===== src/rtl/dwarf_cfa_instruction_decoder_assert.svh =====
// ---------------------------------------------------------------------------
// Assertion macros for the call-frame instruction decoder
// Concurrent checks that compile away when SYNTH is defined.
// ---------------------------------------------------------------------------
`ifndef DWARF_CFA_INSTRUCTION_DECODER_ASSERT_SVH
`define DWARF_CFA_INSTRUCTION_DECODER_ASSERT_SVH
`ifndef SYNTH
`define DCFA_ASSERT_IMPL(label, ante, cons) \
    label: assert property (@(posedge clk) disable iff (!rst_n) (ante) |-> (cons)) \
        else $error("dcfa check failed");
`define DCFA_ASSERT_NEXT(label, ante, cons) \
    label: assert property (@(posedge clk) disable iff (!rst_n) (ante) |=> (cons)) \
        else $error("dcfa check failed");
`else
`define DCFA_ASSERT_IMPL(label, ante, cons)
`define DCFA_ASSERT_NEXT(label, ante, cons)
`endif
`endif


===== src/rtl/dcfa_pkg.sv =====
// ---------------------------------------------------------------------------
// dcfa_pkg
// Shared types and constants of the call-frame instruction decoder.
// ---------------------------------------------------------------------------
package dcfa_pkg;

    localparam int unsigned MAX_TRY_DEPTH = 20;
    localparam int unsigned TRY_W = 5;

    typedef enum logic [1:0] {
        PH_IDLE  = 2'd0,
        PH_FIXED = 2'd1,
        PH_LEB   = 2'd2
    } phase_t;

    localparam logic [2:0] ST_OK        = 3'd0;
    localparam logic [2:0] ST_BAD_OP    = 3'd1;
    localparam logic [2:0] ST_BAD_SEH   = 3'd2;
    localparam logic [2:0] ST_OVERFLOW  = 3'd3;
    localparam logic [2:0] ST_END_NOTRY = 3'd4;

    localparam logic [2:0] SEH_NONE   = 3'd0;
    localparam logic [2:0] SEH_BEGIN  = 3'd1;
    localparam logic [2:0] SEH_END    = 3'd4;
    localparam logic [2:0] SEH_FCONST = 3'd5;

    localparam logic [7:0] OP_NOP      = 8'h00;
    localparam logic [7:0] OP_SET_LOC  = 8'h01;
    localparam logic [7:0] OP_ADV1     = 8'h02;
    localparam logic [7:0] OP_ADV2     = 8'h03;
    localparam logic [7:0] OP_ADV4     = 8'h04;
    localparam logic [7:0] OP_OFS_EXT  = 8'h05;
    localparam logic [7:0] OP_RESTX    = 8'h06;
    localparam logic [7:0] OP_UNDEF    = 8'h07;
    localparam logic [7:0] OP_SAMEV    = 8'h08;
    localparam logic [7:0] OP_REGCPY   = 8'h09;
    localparam logic [7:0] OP_REMEMBER = 8'h0a;
    localparam logic [7:0] OP_RESTORE  = 8'h0b;
    localparam logic [7:0] OP_DEF_CFA  = 8'h0c;
    localparam logic [7:0] OP_DEF_REG  = 8'h0d;
    localparam logic [7:0] OP_DEF_OFS  = 8'h0e;
    localparam logic [7:0] OP_OFS_SF   = 8'h11;
    localparam logic [7:0] OP_CFA_SF   = 8'h12;
    localparam logic [7:0] OP_SEH      = 8'h21;
    localparam logic [7:0] OP_ARGS     = 8'h2e;
    localparam logic [7:0] OP_ADV_LOC  = 8'h40;
    localparam logic [7:0] OP_OFFSET   = 8'h80;
    localparam logic [7:0] OP_RESTORE6 = 8'hc0;

    typedef struct packed {
        logic [7:0]  op_code;
        logic [31:0] location;
        logic [31:0] reg_number;
        logic [31:0] second_reg;
        logic [31:0] save_offset;
        logic [31:0] cfa_offset;
        logic [31:0] cfa_delta;
        logic        is_unwind_op;
        logic [2:0]  seh_event;
        logic [4:0]  try_depth;
        logic [31:0] aux_value;
        logic [2:0]  status;
    } result_t;

endpackage


===== src/rtl/dcfa_out_slot.sv =====
// ---------------------------------------------------------------------------
// dcfa_out_slot
// Result register with a skid entry so the decoder keeps taking bytes.
// ---------------------------------------------------------------------------
module dcfa_out_slot
    import dcfa_pkg::*;
(
    input  logic    clk,
    input  logic    rst_n,
    input  logic    push,
    input  result_t push_data,
    output logic    can_take,
    output logic    out_valid,
    input  logic    out_ready,
    output result_t out_data
);

    logic    main_v_reg, skid_v_reg;
    result_t main_reg, skid_reg;
    logic    pop;

    assign pop       = main_v_reg && out_ready;
    assign can_take  = !skid_v_reg;
    assign out_valid = main_v_reg;
    assign out_data  = main_reg;

    always_ff @(posedge clk or negedge rst_n)
    begin
        if (!rst_n)
        begin
            main_v_reg <= 1'b0;
            skid_v_reg <= 1'b0;
        end
        else
        begin
            if (!main_v_reg || pop)
            begin
                main_v_reg <= skid_v_reg || push;
                skid_v_reg <= skid_v_reg && push;
            end
            else if (push)
            begin
                skid_v_reg <= 1'b1;
            end
        end
    end

    always_ff @(posedge clk)
    begin
        if (!main_v_reg || pop)
        begin
            main_reg <= skid_v_reg ? skid_reg : push_data;
            if (skid_v_reg && push)
                skid_reg <= push_data;
        end
        else if (push)
        begin
            skid_reg <= push_data;
        end
    end

endmodule


===== src/rtl/dwarf_cfa_instruction_decoder.sv =====
// ---------------------------------------------------------------------------
// dwarf_cfa_instruction_decoder
// Byte-serial decoder of DWARF call-frame instructions.
// ---------------------------------------------------------------------------
// One stream byte is taken per cycle, back to back. The decode state is
// updated in the cycle of the transfer by short logic, and a finished
// instruction drops one result into a two-entry output slot; bytes inside
// an instruction give no result. Bytes are taken whenever the slot has room,
// so stalls on the result side cost throughput only once both entries fill.
// A result with nonzero status latches an error and later bytes are dropped
// until a byte arrives with start_sequence set.
module dwarf_cfa_instruction_decoder
    import dcfa_pkg::*;
(
    input  logic        clk,
    input  logic        rst_n,
    input  logic        in_valid,
    output logic        in_ready,
    input  logic [7:0]  data_byte,
    input  logic        start_sequence,
    input  logic [31:0] base_location,
    output logic        out_valid,
    input  logic        out_ready,
    output logic [7:0]  op_code,
    output logic [31:0] location,
    output logic [31:0] reg_number,
    output logic [31:0] second_reg,
    output logic signed [31:0] save_offset,
    output logic signed [31:0] cfa_offset,
    output logic signed [31:0] cfa_delta,
    output logic        is_unwind_op,
    output logic [2:0]  seh_event,
    output logic [4:0]  try_depth,
    output logic [31:0] aux_value,
    output logic [2:0]  status
);

`include "dwarf_cfa_instruction_decoder_assert.svh"

    phase_t      phase_reg, phase_next;
    logic [7:0]  op_reg, op_next;
    logic        oidx_reg, oidx_next;
    logic [3:0]  cnt_reg, cnt_next;
    logic [31:0] acc_reg, acc_next;
    logic [5:0]  sh_reg, sh_next;
    logic [31:0] loc_reg, loc_next;
    logic [31:0] r1_reg, r1_next;
    logic [31:0] r2_reg, r2_next;
    logic [31:0] ofs_reg, ofs_next;
    logic [31:0] frm_reg, frm_next;
    logic [31:0] prv_reg, prv_next;
    logic [TRY_W-1:0] try_reg, try_next;
    logic        err_reg, err_next;

    logic        take, push, can_take;
    result_t     res, out_r;

    // working copies after the start clear
    phase_t      ph;
    logic [7:0]  op;
    logic        oi;
    logic [3:0]  cn;
    logic [31:0] ac;
    logic [5:0]  sh;
    logic        er;
    logic [31:0] u, s, accx, frmx, prvx;
    logic [3:0]  cnt1, flen;
    logic [6:0]  sh7;
    logic        emit;
    logic [7:0]  e_op;
    logic        e_uw;
    logic [2:0]  e_ev, e_st;
    logic [31:0] e_aux;

    assign take     = in_valid && in_ready;
    assign in_ready = can_take;

    always_comb
    begin
        ph = phase_reg; op = op_reg; oi = oidx_reg; cn = cnt_reg; ac = acc_reg;
        sh = sh_reg; er = err_reg;
        loc_next = loc_reg; r1_next = r1_reg; r2_next = r2_reg; ofs_next = ofs_reg;
        frmx = frm_reg; prvx = prv_reg; try_next = try_reg;
        if (start_sequence)
        begin
            ph = PH_IDLE; op = 8'h00; oi = 1'b0; cn = 4'd0; ac = 32'd0; sh = 6'd0;
            frmx = 32'd0; prvx = 32'd0; try_next = '0; er = 1'b0;
            loc_next = base_location;
        end
        phase_next = ph; op_next = op; oidx_next = oi; cnt_next = cn;
        acc_next = ac; sh_next = sh; err_next = er;
        frm_next = frmx; prv_next = prvx;
        emit = 1'b0; e_op = op; e_uw = 1'b0; e_ev = SEH_NONE; e_aux = 32'd0;
        e_st = ST_OK;
        u = 32'd0; s = 32'd0; accx = ac; cnt1 = cn + 4'd1; sh7 = 7'd0;
        flen = (op == OP_SET_LOC) ? 4'd8 : (op == OP_ADV1) ? 4'd1 :
               (op == OP_ADV2) ? 4'd2 : 4'd4;
        if (!er)
        begin
            case (ph)
                PH_FIXED:
                begin
                    case (cn[1:0])
                        2'd0: accx[7:0]   = ac[7:0]   | data_byte;
                        2'd1: accx[15:8]  = ac[15:8]  | data_byte;
                        2'd2: accx[23:16] = ac[23:16] | data_byte;
                        default: accx[31:24] = ac[31:24] | data_byte;
                    endcase
                    if (cn[3:2] != 2'd0)
                        accx = ac;
                    acc_next = accx;
                    cnt_next = cnt1;
                    if (cnt1 >= flen)
                    begin
                        loc_next = (op == OP_SET_LOC) ? accx : loc_next + accx;
                        emit = 1'b1;
                    end
                end
                PH_LEB:
                begin
                    if (sh < 6'd32)
                        accx = ac | ({25'd0, data_byte[6:0]} << sh[4:0]);
                    sh7 = {1'b0, sh} + 7'd7;
                    sh_next = (sh7 > 7'd35) ? 6'd35 : sh7[5:0];
                    acc_next = accx;
                    if (!data_byte[7])
                    begin
                        u = accx;
                        s = accx;
                        if (data_byte[6] && sh_next < 6'd32)
                            s = accx | (32'hffffffff << sh_next[4:0]);
                        acc_next = 32'd0;
                        sh_next = 6'd0;
                        emit = 1'b1;
                        case (op)
                            OP_OFFSET:
                            begin
                                ofs_next = {u[28:0], 3'b000}; e_uw = 1'b1;
                            end
                            OP_OFS_EXT, OP_OFS_SF:
                            begin
                                if (!oi)
                                begin
                                    r1_next = u; emit = 1'b0;
                                end
                                else
                                begin
                                    ofs_next = (op == OP_OFS_SF) ? s : u; e_uw = 1'b1;
                                end
                            end
                            OP_RESTX, OP_UNDEF, OP_SAMEV, OP_DEF_REG: r1_next = u;
                            OP_REGCPY:
                            begin
                                if (!oi)
                                begin
                                    r1_next = u; emit = 1'b0;
                                end
                                else
                                    r2_next = u;
                            end
                            OP_DEF_CFA, OP_CFA_SF:
                            begin
                                if (!oi)
                                begin
                                    r1_next = u; emit = 1'b0;
                                end
                                else
                                begin
                                    frm_next = (op == OP_CFA_SF) ? {s[28:0], 3'b000} : u;
                                    e_uw = 1'b1;
                                end
                            end
                            OP_DEF_OFS:
                            begin
                                frm_next = u; e_uw = 1'b1;
                            end
                            OP_ARGS: e_aux = u;
                            default:
                            begin
                                if (oi)
                                begin
                                    e_ev = SEH_FCONST; e_aux = u;
                                end
                                else if (u == 32'd1)
                                begin
                                    e_ev = SEH_BEGIN;
                                    if ({27'd0, try_reg} + 32'd1 >= MAX_TRY_DEPTH)
                                        e_st = ST_OVERFLOW;
                                    else
                                        try_next = try_reg + 1'b1;
                                end
                                else if (u == 32'd4)
                                begin
                                    e_ev = SEH_END;
                                    if (try_next == '0)
                                        e_st = ST_END_NOTRY;
                                    else
                                        try_next = try_next - 1'b1;
                                end
                                else if (u == 32'd5)
                                    emit = 1'b0;
                                else if (u == 32'd2 || u == 32'd3 || u == 32'd6 ||
                                         u == 32'd7)
                                    e_ev = u[2:0];
                                else
                                    e_st = ST_BAD_SEH;
                            end
                        endcase
                        if (!emit)
                            oidx_next = 1'b1;
                    end
                end
                default:
                begin
                    op_next = data_byte; oi = 1'b0; oidx_next = 1'b0;
                    cnt_next = 4'd0; acc_next = 32'd0; sh_next = 6'd0;
                    prv_next = frmx;
                    e_op = data_byte;
                    case (data_byte[7:6])
                        2'b01:
                        begin
                            loc_next = loc_next + {26'd0, data_byte[5:0]};
                            e_op = OP_ADV_LOC; emit = 1'b1;
                        end
                        2'b10:
                        begin
                            r1_next = {26'd0, data_byte[5:0]};
                            op_next = OP_OFFSET; phase_next = PH_LEB;
                        end
                        2'b11:
                        begin
                            r1_next = {26'd0, data_byte[5:0]};
                            e_op = OP_RESTORE6; emit = 1'b1;
                        end
                        default:
                        begin
                            case (data_byte)
                                OP_NOP, OP_REMEMBER, OP_RESTORE: emit = 1'b1;
                                OP_SET_LOC, OP_ADV1, OP_ADV2, OP_ADV4:
                                    phase_next = PH_FIXED;
                                OP_OFS_EXT, OP_RESTX, OP_UNDEF, OP_SAMEV, OP_REGCPY,
                                OP_DEF_CFA, OP_DEF_REG, OP_DEF_OFS, OP_OFS_SF,
                                OP_CFA_SF, OP_SEH, OP_ARGS:
                                    phase_next = PH_LEB;
                                default:
                                begin
                                    emit = 1'b1; e_st = ST_BAD_OP;
                                end
                            endcase
                        end
                    endcase
                end
            endcase
            if (emit)
            begin
                phase_next = PH_IDLE; op_next = 8'h00; oidx_next = 1'b0;
                cnt_next = 4'd0; acc_next = 32'd0; sh_next = 6'd0;
                if (e_st != ST_OK)
                    err_next = 1'b1;
            end
        end
        res.op_code      = e_op;
        res.location     = loc_next;
        res.reg_number   = r1_next;
        res.second_reg   = r2_next;
        res.save_offset  = ofs_next;
        res.cfa_offset   = frm_next;
        res.cfa_delta    = frm_next - prv_next;
        res.is_unwind_op = e_uw;
        res.seh_event    = e_ev;
        res.try_depth    = try_next;
        res.aux_value    = e_aux;
        res.status       = e_st;
    end

    assign push = take && emit;

    // advance decode state on every byte transfer
    always_ff @(posedge clk or negedge rst_n)
    begin
        if (!rst_n)
        begin
            phase_reg <= PH_IDLE; op_reg <= 8'h00; oidx_reg <= 1'b0; cnt_reg <= 4'd0;
            acc_reg <= 32'd0; sh_reg <= 6'd0; loc_reg <= 32'd0; r1_reg <= 32'd0;
            r2_reg <= 32'd0; ofs_reg <= 32'd0; frm_reg <= 32'd0; prv_reg <= 32'd0;
            try_reg <= '0; err_reg <= 1'b0;
        end
        else if (take)
        begin
            phase_reg <= phase_next; op_reg <= op_next; oidx_reg <= oidx_next;
            cnt_reg <= cnt_next; acc_reg <= acc_next; sh_reg <= sh_next;
            loc_reg <= loc_next; r1_reg <= r1_next; r2_reg <= r2_next;
            ofs_reg <= ofs_next; frm_reg <= frm_next; prv_reg <= prv_next;
            try_reg <= try_next; err_reg <= err_next;
        end
    end

    dcfa_out_slot u_slot (
        .clk       (clk),
        .rst_n     (rst_n),
        .push      (push),
        .push_data (res),
        .can_take  (can_take),
        .out_valid (out_valid),
        .out_ready (out_ready),
        .out_data  (out_r)
    );

    assign op_code      = out_r.op_code;
    assign location     = out_r.location;
    assign reg_number   = out_r.reg_number;
    assign second_reg   = out_r.second_reg;
    assign save_offset  = out_r.save_offset;
    assign cfa_offset   = out_r.cfa_offset;
    assign cfa_delta    = out_r.cfa_delta;
    assign is_unwind_op = out_r.is_unwind_op;
    assign seh_event    = out_r.seh_event;
    assign try_depth    = out_r.try_depth;
    assign aux_value    = out_r.aux_value;
    assign status       = out_r.status;

    `DCFA_ASSERT_IMPL(a_try_bound, 1'b1, try_reg < MAX_TRY_DEPTH)
    `DCFA_ASSERT_NEXT(a_err_drop, take && err_reg && !start_sequence, !u_slot.skid_v_reg || $past(u_slot.skid_v_reg))
    `DCFA_ASSERT_IMPL(a_ok_no_err, push && res.status == ST_OK, err_next == err_reg || start_sequence)

endmodule


===== config.mk =====
export PLATFORM = sky130hd
export DESIGN_NAME = dwarf_cfa_instruction_decoder
export DESIGN_NICKNAME = d
export VERILOG_FILES = /design/src/rtl/dcfa_pkg.sv /design/src/rtl/dcfa_out_slot.sv /design/src/rtl/dwarf_cfa_instruction_decoder.sv
export VERILOG_INCLUDE_DIRS = /design/src /design/src/rtl
export SDC_FILE = /design/constraint.sdc
export NUM_CORES = 2
export LEC_CHECK = 0
export ABC_AREA = 1
export BUFFER_PORTS_ARGS = -buffer_cell sky130_fd_sc_hd__buf_4
export CAP_MARGIN = 20
export CORE_ASPECT_RATIO = 1.1
export CORE_UTILIZATION = 29
export CTS_BUF_LIST = sky130_fd_sc_hd__clkbuf_4
export DETAILED_ROUTE_END_ITERATION = 10
export SKIP_LAST_GASP = 1
export SYNTH_ARGS = -nofsm -noshare
export SYNTH_HDL_FRONTEND = slang
export SYNTH_SLANG_ARGS = --single-unit

===== constraint.sdc =====
create_clock -name clk -period 27.7 [get_ports clk]
set_clock_uncertainty 0.15 [all_clocks]
set_input_delay 5.54 -clock clk [delete_from_list [all_inputs] [get_ports clk]]
set_output_delay 5.54 -clock clk [all_outputs]
set_load 0.005 [all_outputs]

==> flow_summary.ini <==
[global_route]
grt_pass1_vias = 37600
antenna_found_initial = 8
overflow = 0
grt_max_degree = 169
grt_pass1_wl_um = 250000
grtUsageTotal_pct = 22.4

[job]
drv_cap = 0

[synthesis]
async_flop_share_pct = 34.1
synth_area_leaders = edfxtp_1, dfrtp_1, nand2_1
synth_most_common_cell = nand2_1
ys_seq_area_share_pct = 49.2
ys.flop_type = edfxtp_1
ys_types = 71
postSynthCellCount = 5113
synth_area_per_cell_um2 = 8.34
syn_area_um2 = 42700
ys_ff_latch = 741
post-synth-top-area-fraction_pct = 34.4
synth_area_leader_cell = edfxtp_1
postSynthNetCount = 5243
synth_commonest_cells = nand2_1, inv_1, o21ai_0
synth_edf_count = 488
synth_warnings = 0

[clock_network]
cts_buffers = 200
cts_setup_buffers = 0
cts.sinks = 741
cts.reportedPaths.clkPinSlew_ps = 60
clock_path_buffers = 3
cts_resized = 0
hold_buffers = 0
ctsRootBufferMaster = clkbuf_4
insertion_delay_ps = 1210
ctsHtreeMaxLevel = 4
cts_tree = done

[place]
io_buffers = 290
dp_hpwl_um = 122000
gp_congestion = 1.10
dp.cells = 7138

[min_path]
worstHoldEndpoint = acc_reg[30]$_DFFE_PN0P_
worstHoldStart = acc_reg[30]$_DFFE_PN0P_
min_path_cells = 2
hold_path.class = reg -> reg

[drt]
vias = 39100
first_pass_iters = 7
drcViolationCount = 0
met1_length_um = 69500
ant_nets = 0
routed_wirelength_um = 170000
wl_per_cell_um = 22.6
drt_iter0_drc = 4304
dr.max_layer_used = met5
routed_via_density = 5.21
wl_met2_um = 78200
wl_met3_um = 13500

[power]
max-vdd-ir-drop_uv = 32.9
total_power_mw = 3.58
powerDensity_nw_per_um2 = 72.4
p_leak_nw = 21.4

[finish]
synthToLayoutAreaGrowth_pct = 15.8
drive_gt1_share_pct = 16.8
multi_input_area_um2 = 18300
regArea_um2 = 21000
nets = 5535
fin_cells = 7510
nFillCells = 15400

[sta]
rsz0062_at_grt = no
fmax_mhz = 84.1
hold_viol = 0
fin_crit_sh_pct = 42.9
slew_viol_final = 0
worst_pin_slew_ps = 1160
whs_ps = 337
final.setup.tns_ps = 0
slew_headroom_pct = 21.8
setup-violations-final = 0
period_needed_ps = 11890

[floorplanning]
die-area_um2 = 149000
initial_core_util_pct = 29.2
die_w_um = 368
top_level_ports = 291
dieHeight_um = 404
num_rows = 147
design.core.area_um2 = 146000

[worst_setup_path]
reg2reg_to = u_slot.skid_reg[186]$_DFFE_PP_
critPathMaxFanout = 37
endpoint_kind = register
path_buf_inv = 8
worstSetupStartpointType = input port
path_class = in -> reg
r2r_cells = 21
r2r-start = sh_reg[4]$_DFFE_PN0P_
critical_path_required_ps = 28450
slowest_delay_ps = 590
r2r_setup_slack_ps = 20380
cp_slowest_cell = buf_4
cp_top_family = simple AND/OR/NAND/NOR gates
cp_data_arrival_time_ps = 12640

[status]
status = finished clean
## cell type report
type                       instances  share of cell area (%)
antenna                            3                  0.0152
clock buffer                     306                    4.65
clock inverter                    61                   0.714
inverter                         596                    4.56
multi-input combinational       3501                    37.0
sequential                       741                    42.5
tap                             1937                    4.91
timing repair buffer             365                    5.69
## report_power, final
group,internal [mW],switching [mW],leakage [nW]
sequential,1.46,0.101,8.19
clock,0.511,0.506,1.58
combinational,0.348,0.654,11.7
total,2.31,1.26,21.4
## placed cells by master (no fill, tap or decap), drive strengths merged, types with 5 or more instances in the layout
master and n:
dfrtp 253, o21ai 566, o22ai 100, xor2 36, a31oi 74, edfxtp 488
or2 46, xnor2 11, nor3 30, nand3 222, and2 12, a221oi 5
nor4 10, o31ai 13, clkbuf 306, a21boi 18, o21a 15, ha 82
o21bai 5, o2111ai 29, a21o 10, buf 365, clkinv 60, o211ai 109
o221ai 46, nor2 394, a211oi 9, a22oi 56, nand4 38, nand2 1328
inv 596, a21oi 223
## worst min-delay path, cell delays in order (launching register included)
cell,delay (ps)
dfrtp_1,350
nand2_1,60
o21ai_2,50
## how the worst max path moves through the flow
| stage | startpoint | end | slack (ps) | depth (start not counted) |
|---|---|---|---|---|
| 3_5_place_dp | start_sequence | u_slot.skid_reg[68]$_DFFE_PP_ | 14760 | 30 |
| 6_report | start_sequence | u_slot.skid_reg[68]$_DFFE_PP_ | 15810 | 30 |
| 2_1_floorplan | out_ready | u_slot.skid_reg[0]$_DFFE_PP_ | 6850 | 3 |
| 5_1_grt | start_sequence | u_slot.out_data[68]$_DFFE_PN_ | 15360 | 31 |
| 4_1_cts | start_sequence | u_slot.skid_reg[68]$_DFFE_PP_ | 16090 | 30 |
| 3_3_place_gp | start_sequence | u_slot.skid_reg[68]$_DFFE_PP_ | 14920 | 30 |
## cell families (layout without fill, tap and decap cells)
| group | count (synthesis) | after routing | synth area share (%) |
|---|---|---|---|
| multiplexers | 1 | 1 | 0.0264 |
| AND/OR/NAND/NOR | 2086 | 2086 | 20.7 |
| XOR/XNOR | 47 | 47 | 0.965 |
| AO/OA/AOI/OAI | 1282 | 1282 | 18.4 |
| buffers and inverters | 871 | 1328 | 8.15 |
| adder cells (fa/ha/maj) | 85 | 85 | 2.55 |
| flip-flops | 741 | 741 | 49.2 |
| other | 0 | 3 | 0 |
## layer usage
metal  GRT usage [%]  up-vias
met5               0        -
met4            11.1        8
met3            4.94      454
met2            35.8     1873
met1            28.5    18600
li1                -    18100
## through the flow
step | util (%) | worst slack (ps) | area, µm²
finish | 33.8 | 15810 | 49400
global route | 33.8 | 15360 | 49400
CTS | 33.8 | 16090 | 49300
detailed placement | 32.0 | 14760 | 46700
global placement | 32.0 | 14920 | 46700
floorplan | - | 6850 | 42700
Note: power is estimated with default switching activity, not from simulation.
